## src/rtl/revision_ack_window_tracker_defines.svh

```systemverilog
// Assertion macros for the revision acknowledge window tracker.
`ifndef REVISION_ACK_WINDOW_TRACKER_DEFINES_SVH
`define REVISION_ACK_WINDOW_TRACKER_DEFINES_SVH

// Same-cycle implication, checked on every rising edge outside reset.
`define RAWT_ASSERT_NOW(lbl, ante, cons, msg) \
  lbl: assert property (@(posedge clk) disable iff (!rst_n) (ante) |-> (cons)) \
    else $error(msg);

// Next-cycle implication.
`define RAWT_ASSERT_NEXT(lbl, ante, cons, msg) \
  lbl: assert property (@(posedge clk) disable iff (!rst_n) (ante) |=> (cons)) \
    else $error(msg);

`endif

```

## src/rtl/rawt_pkg.sv

```systemverilog
// Shared types and constants for the revision acknowledge window tracker.
package rawt_pkg;

  localparam int REV_W      = 64;
  localparam int WINDOW     = 64;  // power of two
  localparam int SW         = $clog2(WINDOW);
  localparam int GW         = $clog2(WINDOW + 1);
  localparam int PEND_W     = 7;
  localparam int PW         = (GW > PEND_W) ? GW : PEND_W;
  localparam int FUNC_W     = 2;
  localparam int STAGE_W    = 3;
  localparam int STATUS_W   = 4;
  localparam int IN_DATA_W  = 264;
  localparam int OUT_DATA_W = 208;
  localparam int CFG_ADDR_W = 4;

  localparam logic [STAGE_W-1:0] STAGE_MAX = 3'd3;

  typedef enum logic [FUNC_W-1:0] {
    FN_RECORD,
    FN_ACK_ONE,
    FN_ACK_THRU,
    FN_NONE
  } func_t;

  typedef enum logic [STATUS_W-1:0] {
    ST_OK,
    ST_ALREADY,
    ST_ZERO,
    ST_FUTURE,
    ST_EXHAUSTED,
    ST_WIN_FULL,
    ST_BAD_STAGE,
    ST_DL_EARLY,
    ST_NE_EARLY
  } status_t;

  typedef enum logic {
    ALU_SUB,
    ALU_INC
  } alu_op_t;

  typedef struct packed {
    logic [REV_W-1:0] a;
    logic [REV_W-1:0] b;
    alu_op_t          op;
  } alu_req_t;

  typedef struct packed {
    logic [REV_W-1:0] res;
    logic             borrow;
  } alu_rsp_t;

  typedef enum logic [3:0] {
    S_IDLE,
    S_DL,
    S_NE,
    S_WIN,
    S_INC,
    S_A1_HI,
    S_A1_LO,
    S_AT_HI,
    S_AT_LO,
    S_AT_WALK,
    S_ADV,
    S_DONE
  } state_t;

endpackage

```

## src/rtl/revision_ack_window_tracker.sv

```systemverilog
// Top level of the revision acknowledge window tracker.
//
// One request at a time runs through a sequencer that drives a single shared
// 64-bit subtract/increment unit. A record passes through idle, four
// check/update steps and one step to load the result register. An acknowledge
// checks the revision, sets its mark and advances the acknowledged pointer one
// revision per step, with a closing step. An acknowledge-through checks the
// revision, walks the pointer one step per revision covered, then advances it
// one step per marked revision passed afterwards, with a closing step. Covered
// and passed revisions together never exceed the outstanding count. A failed
// check ends the item early. Each pointer step is one pass through the shared
// unit. in_tready is high only while the sequencer is idle; a finished result
// waits in the output register while the next request is taken, and a result
// that is not taken holds the sequencer in its last step.
`include "revision_ack_window_tracker_defines.svh"
module revision_ack_window_tracker (
  input  logic                                clk,
  input  logic                                rst_n,
  // tdata: ack_revision, work_stage, earliest_time, deadline_time,
  //        deadline_present, next_eval_time, next_eval_present
  input  logic                                in_tvalid,
  output logic                                in_tready,
  input  logic [rawt_pkg::IN_DATA_W-1:0]      in_tdata,
  // tuser: func
  input  logic [rawt_pkg::FUNC_W-1:0]         in_tuser,
  // tdata: status, issued_revision, current_revision, acked_revision,
  //        pending_count
  output logic                                out_tvalid,
  input  logic                                out_tready,
  output logic [rawt_pkg::OUT_DATA_W-1:0]     out_tdata,
  input  logic                                cfg_psel,
  input  logic                                cfg_penable,
  input  logic                                cfg_pwrite,
  input  logic [rawt_pkg::CFG_ADDR_W-1:0]     cfg_paddr,
  input  logic [rawt_pkg::REV_W-1:0]          cfg_pwdata,
  output logic [rawt_pkg::REV_W-1:0]          cfg_prdata,
  output logic                                cfg_pready
);
  import rawt_pkg::*;

  state_t state_r, state_nxt;

  logic [REV_W-1:0]   restored_r, restored_nxt;
  logic [REV_W-1:0]   issued_r, issued_nxt;
  logic [REV_W-1:0]   ackp_r, ackp_nxt;
  logic [WINDOW-1:0]  bitmap_r, bitmap_nxt;
  logic [GW-1:0]      gap_r, gap_nxt;
  logic [GW-1:0]      marked_r, marked_nxt;
  logic [GW-1:0]      cnt_r, cnt_nxt;

  func_t              func_r, func_nxt;
  logic [REV_W-1:0]   rev_r, rev_nxt;
  logic [STAGE_W-1:0] stage_r, stage_nxt;
  logic [REV_W-1:0]   earliest_r, earliest_nxt;
  logic [REV_W-1:0]   deadline_r, deadline_nxt;
  logic               dl_p_r, dl_p_nxt;
  logic [REV_W-1:0]   next_eval_r, next_eval_nxt;
  logic               ne_p_r, ne_p_nxt;
  status_t            status_r, status_nxt;
  logic [REV_W-1:0]   iss_out_r, iss_out_nxt;

  logic                  out_valid_r, out_valid_nxt;
  logic [OUT_DATA_W-1:0] out_data_r, out_data_nxt;

  alu_req_t alu_req;
  alu_rsp_t alu_rsp;

  logic          in_acc;
  logic          cfg_wr;
  logic          out_free;
  logic          dl_fail, ne_fail, win_fail, hi_fail, a1_lo_fail, at_lo_fail;
  logic          adv_step;
  logic [SW-1:0] rev_slot, adv_slot, alu_slot;
  logic [PW-1:0] pend;

  rawt_alu u_alu (
    .req (alu_req),
    .rsp (alu_rsp)
  );

  assign in_tready  = (state_r == S_IDLE);
  assign in_acc     = in_tvalid && in_tready;
  assign cfg_pready = 1'b1;
  assign cfg_wr     = cfg_psel && cfg_penable && cfg_pwrite && cfg_pready && !cfg_paddr[3];
  assign cfg_prdata = cfg_paddr[3] ? '0 : restored_r;
  assign out_tvalid = out_valid_r;
  assign out_tdata  = out_data_r;
  assign out_free   = !out_valid_r || out_tready;

  assign rev_slot = rev_r[SW-1:0];
  assign adv_slot = SW'(ackp_r[SW-1:0] + SW'(1));
  assign alu_slot = alu_rsp.res[SW-1:0];
  assign pend     = PW'(gap_r) - PW'(marked_r);

  assign dl_fail    = (stage_r > STAGE_MAX) || (dl_p_r && alu_rsp.borrow);
  assign ne_fail    = ne_p_r && alu_rsp.borrow;
  assign win_fail   = (&issued_r) || (gap_r >= GW'(WINDOW));
  assign hi_fail    = ((func_r == FN_ACK_ONE) && (rev_r == '0)) || alu_rsp.borrow;
  assign a1_lo_fail = !alu_rsp.borrow || bitmap_r[rev_slot];
  assign at_lo_fail = alu_rsp.borrow || (alu_rsp.res == '0);
  assign adv_step   = (gap_r != '0) && bitmap_r[adv_slot];

  // next state
  always_comb begin
    state_nxt = state_r;
    case (state_r)
      S_IDLE: begin
        if (in_acc) begin
          case (func_t'(in_tuser))
            FN_RECORD:   state_nxt = S_DL;
            FN_ACK_ONE:  state_nxt = S_A1_HI;
            FN_ACK_THRU: state_nxt = S_AT_HI;
            default:     state_nxt = S_DONE;
          endcase
        end
      end
      S_DL:      state_nxt = dl_fail ? S_DONE : S_NE;
      S_NE:      state_nxt = ne_fail ? S_DONE : S_WIN;
      S_WIN:     state_nxt = win_fail ? S_DONE : S_INC;
      S_INC:     state_nxt = S_DONE;
      S_A1_HI:   state_nxt = hi_fail ? S_DONE : S_A1_LO;
      S_A1_LO:   state_nxt = a1_lo_fail ? S_DONE : S_ADV;
      S_AT_HI:   state_nxt = hi_fail ? S_DONE : S_AT_LO;
      S_AT_LO:   state_nxt = at_lo_fail ? S_DONE : S_AT_WALK;
      S_AT_WALK: state_nxt = (cnt_r == GW'(1)) ? S_ADV : S_AT_WALK;
      S_ADV:     state_nxt = adv_step ? S_ADV : S_DONE;
      S_DONE:    state_nxt = out_free ? S_IDLE : S_DONE;
      default:   state_nxt = S_IDLE;
    endcase
  end

  // shared unit operands
  always_comb begin
    alu_req.a  = ackp_r;
    alu_req.b  = rev_r;
    alu_req.op = ALU_SUB;
    case (state_r)
      S_DL: begin
        alu_req.a = deadline_r;
        alu_req.b = earliest_r;
      end
      S_NE: begin
        alu_req.a = next_eval_r;
        alu_req.b = earliest_r;
      end
      S_INC: begin
        alu_req.a  = issued_r;
        alu_req.op = ALU_INC;
      end
      S_A1_HI, S_AT_HI: begin
        alu_req.a = issued_r;
        alu_req.b = rev_r;
      end
      S_AT_LO: begin
        alu_req.a = rev_r;
        alu_req.b = ackp_r;
      end
      S_AT_WALK, S_ADV: begin
        alu_req.a  = ackp_r;
        alu_req.op = ALU_INC;
      end
      default: begin
        alu_req.a  = ackp_r;
        alu_req.b  = rev_r;
        alu_req.op = ALU_SUB;
      end
    endcase
  end

  // datapath
  always_comb begin
    restored_nxt  = restored_r;
    issued_nxt    = issued_r;
    ackp_nxt      = ackp_r;
    bitmap_nxt    = bitmap_r;
    gap_nxt       = gap_r;
    marked_nxt    = marked_r;
    cnt_nxt       = cnt_r;
    func_nxt      = func_r;
    rev_nxt       = rev_r;
    stage_nxt     = stage_r;
    earliest_nxt  = earliest_r;
    deadline_nxt  = deadline_r;
    dl_p_nxt      = dl_p_r;
    next_eval_nxt = next_eval_r;
    ne_p_nxt      = ne_p_r;
    status_nxt    = status_r;
    iss_out_nxt   = iss_out_r;
    out_data_nxt  = out_data_r;
    out_valid_nxt = out_valid_r && !out_tready;

    if (cfg_wr) begin
      restored_nxt = cfg_pwdata;
      issued_nxt   = cfg_pwdata;
      ackp_nxt     = cfg_pwdata;
      bitmap_nxt   = '0;
      gap_nxt      = '0;
      marked_nxt   = '0;
    end

    case (state_r)
      S_IDLE: begin
        if (in_acc) begin
          func_nxt      = func_t'(in_tuser);
          rev_nxt       = in_tdata[63:0];
          stage_nxt     = in_tdata[66:64];
          earliest_nxt  = in_tdata[130:67];
          deadline_nxt  = in_tdata[194:131];
          dl_p_nxt      = in_tdata[195];
          next_eval_nxt = in_tdata[259:196];
          ne_p_nxt      = in_tdata[260];
          status_nxt    = ST_OK;
          iss_out_nxt   = '0;
        end
      end
      S_DL: begin
        if (stage_r > STAGE_MAX) begin
          status_nxt = ST_BAD_STAGE;
        end else if (dl_fail) begin
          status_nxt = ST_DL_EARLY;
        end
      end
      S_NE: begin
        if (ne_fail) begin
          status_nxt = ST_NE_EARLY;
        end
      end
      S_WIN: begin
        if (&issued_r) begin
          status_nxt = ST_EXHAUSTED;
        end else if (win_fail) begin
          status_nxt = ST_WIN_FULL;
        end
      end
      S_INC: begin
        issued_nxt  = alu_rsp.res;
        iss_out_nxt = alu_rsp.res;
        gap_nxt     = GW'(gap_r + GW'(1));
        if (bitmap_r[alu_slot]) begin
          bitmap_nxt[alu_slot] = 1'b0;
          marked_nxt           = GW'(marked_r - GW'(1));
        end
      end
      S_A1_HI, S_AT_HI: begin
        if ((func_r == FN_ACK_ONE) && (rev_r == '0)) begin
          status_nxt = ST_ZERO;
        end else if (alu_rsp.borrow) begin
          status_nxt = ST_FUTURE;
        end
      end
      S_A1_LO: begin
        if (a1_lo_fail) begin
          status_nxt = ST_ALREADY;
        end else begin
          bitmap_nxt[rev_slot] = 1'b1;
          marked_nxt           = GW'(marked_r + GW'(1));
        end
      end
      S_AT_LO: begin
        if (at_lo_fail) begin
          status_nxt = ST_ALREADY;
        end else begin
          cnt_nxt = alu_rsp.res[GW-1:0];
        end
      end
      S_AT_WALK: begin
        ackp_nxt = alu_rsp.res;
        gap_nxt  = GW'(gap_r - GW'(1));
        cnt_nxt  = GW'(cnt_r - GW'(1));
        if (bitmap_r[alu_slot]) begin
          bitmap_nxt[alu_slot] = 1'b0;
          marked_nxt           = GW'(marked_r - GW'(1));
        end
      end
      S_ADV: begin
        if (adv_step) begin
          ackp_nxt             = alu_rsp.res;
          gap_nxt              = GW'(gap_r - GW'(1));
          bitmap_nxt[adv_slot] = 1'b0;
          marked_nxt           = GW'(marked_r - GW'(1));
        end
      end
      S_DONE: begin
        if (out_free) begin
          out_valid_nxt = 1'b1;
          out_data_nxt  = {{(OUT_DATA_W - 203){1'b0}}, pend[PEND_W-1:0], ackp_r,
                           issued_r, iss_out_r, status_r};
        end
      end
      default: begin
        status_nxt = status_r;
      end
    endcase
  end

  always_ff @(posedge clk) begin
    if (!rst_n) begin
      state_r     <= S_IDLE;
      out_valid_r <= 1'b0;
      restored_r  <= '0;
      issued_r    <= '0;
      ackp_r      <= '0;
      bitmap_r    <= '0;
      gap_r       <= '0;
      marked_r    <= '0;
    end else begin
      state_r     <= state_nxt;
      out_valid_r <= out_valid_nxt;
      restored_r  <= restored_nxt;
      issued_r    <= issued_nxt;
      ackp_r      <= ackp_nxt;
      bitmap_r    <= bitmap_nxt;
      gap_r       <= gap_nxt;
      marked_r    <= marked_nxt;
    end
  end

  always_ff @(posedge clk) begin
    cnt_r       <= cnt_nxt;
    func_r      <= func_nxt;
    rev_r       <= rev_nxt;
    stage_r     <= stage_nxt;
    earliest_r  <= earliest_nxt;
    deadline_r  <= deadline_nxt;
    dl_p_r      <= dl_p_nxt;
    next_eval_r <= next_eval_nxt;
    ne_p_r      <= ne_p_nxt;
    status_r    <= status_nxt;
    iss_out_r   <= iss_out_nxt;
    out_data_r  <= out_data_nxt;
  end

  `RAWT_ASSERT_NOW(a_gap_bound, 1'b1, gap_r <= GW'(WINDOW), "outstanding count above window")
  `RAWT_ASSERT_NOW(a_marked_le_gap, 1'b1, marked_r <= gap_r, "more marks than outstanding")
  `RAWT_ASSERT_NOW(a_marked_count, 1'b1, $countones(bitmap_r) == int'(marked_r),
                   "mark count out of step with bitmap")
  `RAWT_ASSERT_NEXT(a_busy_after_req, in_acc, state_r != S_IDLE,
                    "sequencer idle after taking a request")

endmodule

```

## src/rtl/rawt_alu.sv

```systemverilog
// Shared 64-bit subtract / increment unit.
module rawt_alu (
  input  rawt_pkg::alu_req_t req,
  output rawt_pkg::alu_rsp_t rsp
);
  import rawt_pkg::*;

  logic [REV_W-1:0] b_eff;
  logic [REV_W:0]   sum;

  // a - b as a + ~b + 1; increment as a + 0 + 1
  assign b_eff = (req.op == ALU_SUB) ? ~req.b : '0;
  assign sum   = {1'b0, req.a} + {1'b0, b_eff} + {{REV_W{1'b0}}, 1'b1};

  assign rsp.res    = sum[REV_W-1:0];
  assign rsp.borrow = (req.op == ALU_SUB) && !sum[REV_W];

endmodule

```

## config.mk

```make
export PLATFORM = sky130hd
export DESIGN_NAME = revision_ack_window_tracker
export DESIGN_NICKNAME = d
export VERILOG_FILES = /design/src/rtl/rawt_pkg.sv /design/src/rtl/revision_ack_window_tracker.sv /design/src/rtl/rawt_alu.sv
export VERILOG_INCLUDE_DIRS = /design/src /design/src/rtl
export SDC_FILE = /design/constraint.sdc
export NUM_CORES = 2
export LEC_CHECK = 0
export BUFFER_PORTS_ARGS = -buffer_cell sky130_fd_sc_hd__buf_2
export CELL_PAD_IN_SITES_DETAIL_PLACEMENT = 1
export CELL_PAD_IN_SITES_GLOBAL_PLACEMENT = 1
export CORE_MARGIN = 2
export CORE_UTILIZATION = 41
export DETAILED_ROUTE_END_ITERATION = 10
export GPL_TIMING_DRIVEN = 0
export PLACE_DENSITY_LB_ADDON = 0.1
export SLEW_MARGIN = 20
export SYNTH_ARGS = -nofsm -noshare
export SYNTH_HDL_FRONTEND = slang
export SYNTH_SLANG_ARGS = --single-unit
```

## constraint.sdc

```tcl
create_clock -name clk -period 17.3 [get_ports clk]
set_input_delay 1.73 -clock clk [delete_from_list [all_inputs] [get_ports clk]]
set_output_delay 1.73 -clock clk [all_outputs]
set_load 0.05 [all_outputs]
```

**After elaboration in Yosys (flattened, before gate mapping)**

Index checks and enable logic that the tools add are counted.

- Reduce and logical (&&, ||, !) cells: 44
- Eq/ne operators: 23
- Bitwise logic cells: 7
- Order comparisons: 8
- $add $sub $neg: 9
- Mux-type cells: 65

Operator list:

| operator | count |
|---|---|
| 64-bit two-way mux | 11 |
| 64-bit case mux with 2 select lines | 3 |
| 64-bit case mux with 4 select lines | 1 |
| 64-bit NOT | 3 |
| 64-bit case mux with 3 select lines | 1 |
| 64-bit bitwise AND | 2 |
| 64-bit logical NOT | 2 |
| 64-bit by 64-bit adder with 65-bit output | 1 |
| 65-bit by 1-bit adder with 65-bit output, second input constant | 1 |
| 4-bit two-way mux | 16 |
| 64-bit OR | 1 |
| 64-bit AND reduction | 1 |
| 7-bit two-way mux | 7 |
| 4-bit case mux with 12 select lines | 1 |
| 7-bit case mux with 3 select lines | 2 |
| 4-bit case mux with 7 select lines | 1 |
| 6-bit by 7-bit less-than comparator with 1-bit output, second input constant | 3 |
| 7-bit by 1-bit subtractor with 7-bit output, second input constant | 3 |
| 1-bit binary-select mux with 6-bit select | 3 |
| 1-bit demux with 6-bit select | 3 |
| 6-bit by 1-bit greater-or-equal comparator with 1-bit output, second input constant | 3 |
| 4-bit by 3-bit == test with 1-bit output, second input constant | 4 |
| 4-bit == test, second input constant | 4 |
| 7-bit by 1-bit adder with 7-bit output, second input constant | 2 |
| other kinds (28) | 77 |

- Output and inout port bits: 275
- Bits in registers: 816
- Logic and storage cells: 176
- Input bits: 341

**Longest topological paths before layout**

- Depth in word-level cells: 15
- Depth in mapped cells: 28
- Gate-level depth less buffers: 23

**Hierarchy**

A second synthesis with hierarchy kept.

- Cells, all modules: 3,795
- Area, all modules: 39,136.3 um^2

By module, submodules not included:

| module | cells an instance | seq. area each (um^2) | area an instance (um^2) | instances |
|---|---|---|---|---|
| revision_ack_window_tracker | 3,177 | 21,690.8 | 35,160.0 | 1 |
| rawt_alu | 618 | 0.0 | 3,976.3 | 1 |

**Worst setup path before layout**

No wires, ideal clock.

- Path kind: in2reg
- Start: input out_tready
- End: register out_data_r[0] (netlist: out_tdata[0]) (enable)
- Stages: 2
- Required time: 16.285 ns
- Path slack: 0.844 ns
- Arrival: 15.441 ns
- Path buffers: 0
- Cell sequence: nor2b_1 nor3_1

- Longest elaborated chain between the ends: 2

Ends and longest elaborated chain:

| what | RTL line | source |
|---|---|---|
| from (decl) | revision_ack_window_tracker.sv:29 | `input logic out_tready,` |
| 1-bit logical OR | revision_ack_window_tracker.sv:88 | `assign out_free = !out_valid_r \|\| out_tready;` |
| 2-bit AND reduction (no source line) | -- |  |
| to (signal assigned) | revision_ack_window_tracker.sv:330 | `out_data_r <= out_data_nxt;` |
| to (decl) | revision_ack_window_tracker.sv:63 | `logic [OUT_DATA_W-1:0] out_data_r, out_data_nxt;` |

No other way between the ends.
A chain may end at the register's enable or synchronous reset.

**Final worst setup path**

- Start: register state_r[2]
- End: register status_r[2] (enable)

- Longest elaborated chain between the ends: 13
- Elaborated cells between the ends (all ways): 42
- Classes of those cells: add/sub: 2; eq/ne: 17; mux: 4; bitwise: 2; reduce/logical: 17

Ends and longest elaborated chain:

| what | RTL line | source |
|---|---|---|
| from (decl) | revision_ack_window_tracker.sv:41 | `state_t state_r, state_nxt;` |
| from (signal assigned) | revision_ack_window_tracker.sv:307 | `state_r <= state_nxt;` |
| parallel branches: the longest is 12 deep, another holds 64-bit by 64-bit adder with 65-bit output | -- |  |
| 8-bit AND reduction (no source line) * | -- |  |
| to (signal assigned) | revision_ack_window_tracker.sv:328 | `status_r <= status_nxt;` |
| to (decl) | revision_ack_window_tracker.sv:59 | `status_t status_r, status_nxt;` |

Every way passes the cells marked *.

==> summary.txt <==
Synth
  – Top-area cell type share of the netlist area: between 40% and 50%
  – Commonest cells post-synth: 539 x edfxtp_1, 431 x a21oi_1, 346 x nor2_1
  – Synth cell types: around 110
  – Asr flop ratio synth: 0%
  – Yosys reg bits: 814
  – Most frequent cell after synthesis: edfxtp_1
  – Syn. warnings: 0
  – Cell area after synthesis: 40000 um2
  – Post-synth EDFFs: between 500 and 600
  – Syn Area/Cell: 10.6 um2
  – Synth area leader: edfxtp_1
  – Top post-synthesis cells by area: edfxtp_1 40%, dfxtp_1 14%, a21oi_1 5.4%
  – Sequential fraction of the synthesis area: a little over half
  – Synth Flop Type: edfxtp_1
  – Post-Syn Instances: roughly 3800

Critical path
  – Worst reg2reg path endpoint: status_r[2]
  – Reg2Reg Setup Slack: between 7 and 8 ns
  – Worst Path Max Fanout: 10
  – Largest stage delay on the critical path: between 0.9 and 1 ns
  – Buf+Inv Stages, Crit Path: 5
  – CP dominant cell by count: clkbuf_1
  – Critical setup path kind: flip-flop to flip-flop
  – Reg2Reg Depth: 25
  – CP Data Required Time: ~18 ns
  – Slowest stage cell, crit path: nor4_1
  – Top delay family on crit path: simple AND/OR/NAND/NOR gates
  – Critical Path AT: 10.37 ns
  – CP endpoint kind: flip-flop
  – Reg2reg start: state_r[2]
  – Setup crit start kind: flip-flop

Hold path
  – Hold Path Depth: 0
  – Hold Path End: out_tdata[33]
  – Worst hold path type: flip-flop to flip-flop
  – Hold_sp: iss_out_r[29]

STA
  – Setup ws final: 7.29 ns
  – Max transition margin: under 10%
  – RSZ-0062 raised after global routing: false
  – Clk_skew: approximately 0.042 ns
  – Max Transition Viols Final: 0
  – Number of failing hold endpoints at the final stage: 0
  – Period minus WS final: 10.01 ns
  – Final Setup Violations: 0
  – Maximum clock frequency: ~100 MHz
  – Crit share post-route: between 50% and 60%
  – Worst-Margin Slew: around 1.4 ns

Floorplan
  – Die H: 316 um
  – Core Area: approximately 97000 um2
  – Ports: a little over 600
  – # rows: about 110
  – Initial Util: between 40% and 50%
  – Die Wd: between 300 and 400 um
  – Die ar.: between 100000 and 150000 um2

Final layout
  – Max reg flops: 203
  – Area delta synth->final: 21.1%
  – Final Instance Area: just under 50000 um2
  – Final Util: 50.1%
  – Ratio of cells with drive above 1 in the final layout: between 20% and 30%
  – Final net count: around 4900

Flow run
  – Max_cap viols: 0

Global route
  – Total track usage: roughly two fifths
  – Largest net degree at the start of global routing: 57
  – First-pass GRT wire length: around 280 mm
  – Vias in the first global route: around 38000
  – Overflow after GRT: 0
  – Initial antenna violation count: 16

Clock network
  – Clock root buffer: clkbuf_16
  – TritonCTS Buffers: between 90 and 100
  – Clk Latency, worst-skew pair: approximately 0.71 ns
  – Resized Gates After CTS: 0
  – Max Root-Sink Buffers: 3
  – Hold_buf cts: 0
  – Clock Sinks: between 800 and 900
  – Setup Buffers After CTS: 0
  – CTS H-tree lvls: 3
  – CTS tree: done
  – Clk slew on worst S/H paths: approximately 0.07 ns

Routing
  – Vias per inst: 6.53
  – # DRC: 0
  – Final wirelength: a little over 200 mm
  – Final ANT Viol Nets: 0
  – Via count: roughly 38000
  – First drt pass iteration count: 7
  – Iteration-0 DRC Markers: 5158
  – Wire per inst: 35.0 um

Placed design
  – DP Area: 45200 um2
  – Number of port buffers: 600
  – Pre-CTS WS: 7.73 ns
  – Placer Congestion: between 1 and 1.5
  – HPWL Detailed: ~160 mm

Outcome
  – Status: completed
==> worst register-to-register path, delay by kind of cell (launching register included) <==
kind                       cells  cell delay (ns)
and+or+nand+nor               13             4.97
buffers and inverters          5             2.39
AOI/OAI and AO/OA              5             1.36
xor gates and xnor gates       1             0.34
DFF                            1             0.33
adders and majority gates      1             0.32
==> layout by cell type, fill, tap and decap left out, drive strengths merged, types with 45 or more instances in the layout <==
| master | count |
|---|---|
| buf | 707 |
| edfxtp | 539 |
| a21oi | 432 |
| clkbuf | 355 |
| nor2 | 346 |
| dfxtp | 275 |
| nand2 | 265 |
| a211oi | 264 |
| o21ai | 166 |
| nand3 | 93 |
| ha | 81 |
| and2 | 80 |
| nor2b | 77 |
| a221o | 71 |
| a222oi | 64 |
| nand4 | 64 |
| nor3 | 60 |
| o311ai | 58 |
| inv | 45 |
==> layer usage <==
layer	wire length [um]	GRT usage, %
met4	10300	17.6
met5	53	0
met3	21300	10.2
met2	88000	59.3
met1	85400	55.0
==> metrics by stage <==
step	hold slack, ns	setup TNS [ns]	instances
floorplan	0.400	0	3771
finish	0.417	0	5866
global placement	0.400	-1816.26	5647
CTS	0.414	0	5861
detailed placement	0.406	0	5690
global route	0.419	0	5863
==> area by class of cell <==
class	count	area, um2
Clock inverter	55	672
Clock buffer	116	2460
Buffer	303	1260
Timing Repair Buffer	643	3560
Tap cell	1276	1600
Fill cell	10800	48300
Antenna cell	5	12.5
Inverter	41	154
Multi-Input combinational cell	2613	17000
Sequential cell	814	21700
==> cell families after synthesis <==
group	synth area share [%]
flops	54.3
compound gates	21.6
fa+ha+maj	2.64
xor+xnor	1.63
simple gates	13.6
mux	2.72
buf+inv	3.47
other cells	0.0188
==> worst max path at each step <==
stage | end | start | slack (ns) | depth (start not counted)
finish | status_r[2] | state_r[2] | 7.29 | 25
detailed placement | status_r[1] | state_r[0] | 7.73 | 24
floorplan | out_tdata[0] | out_tready | 0.84 | 2
CTS | status_r[2] | state_r[0] | 7.66 | 24
global placement | out_tdata[26] | out_tready | -9.01 | 3
global route | status_r[2] | state_r[3] | 7.15 | 23
Power is not shown: default switching activity piles up to over one toggle a cycle in this logic, so the estimate is an artifact.
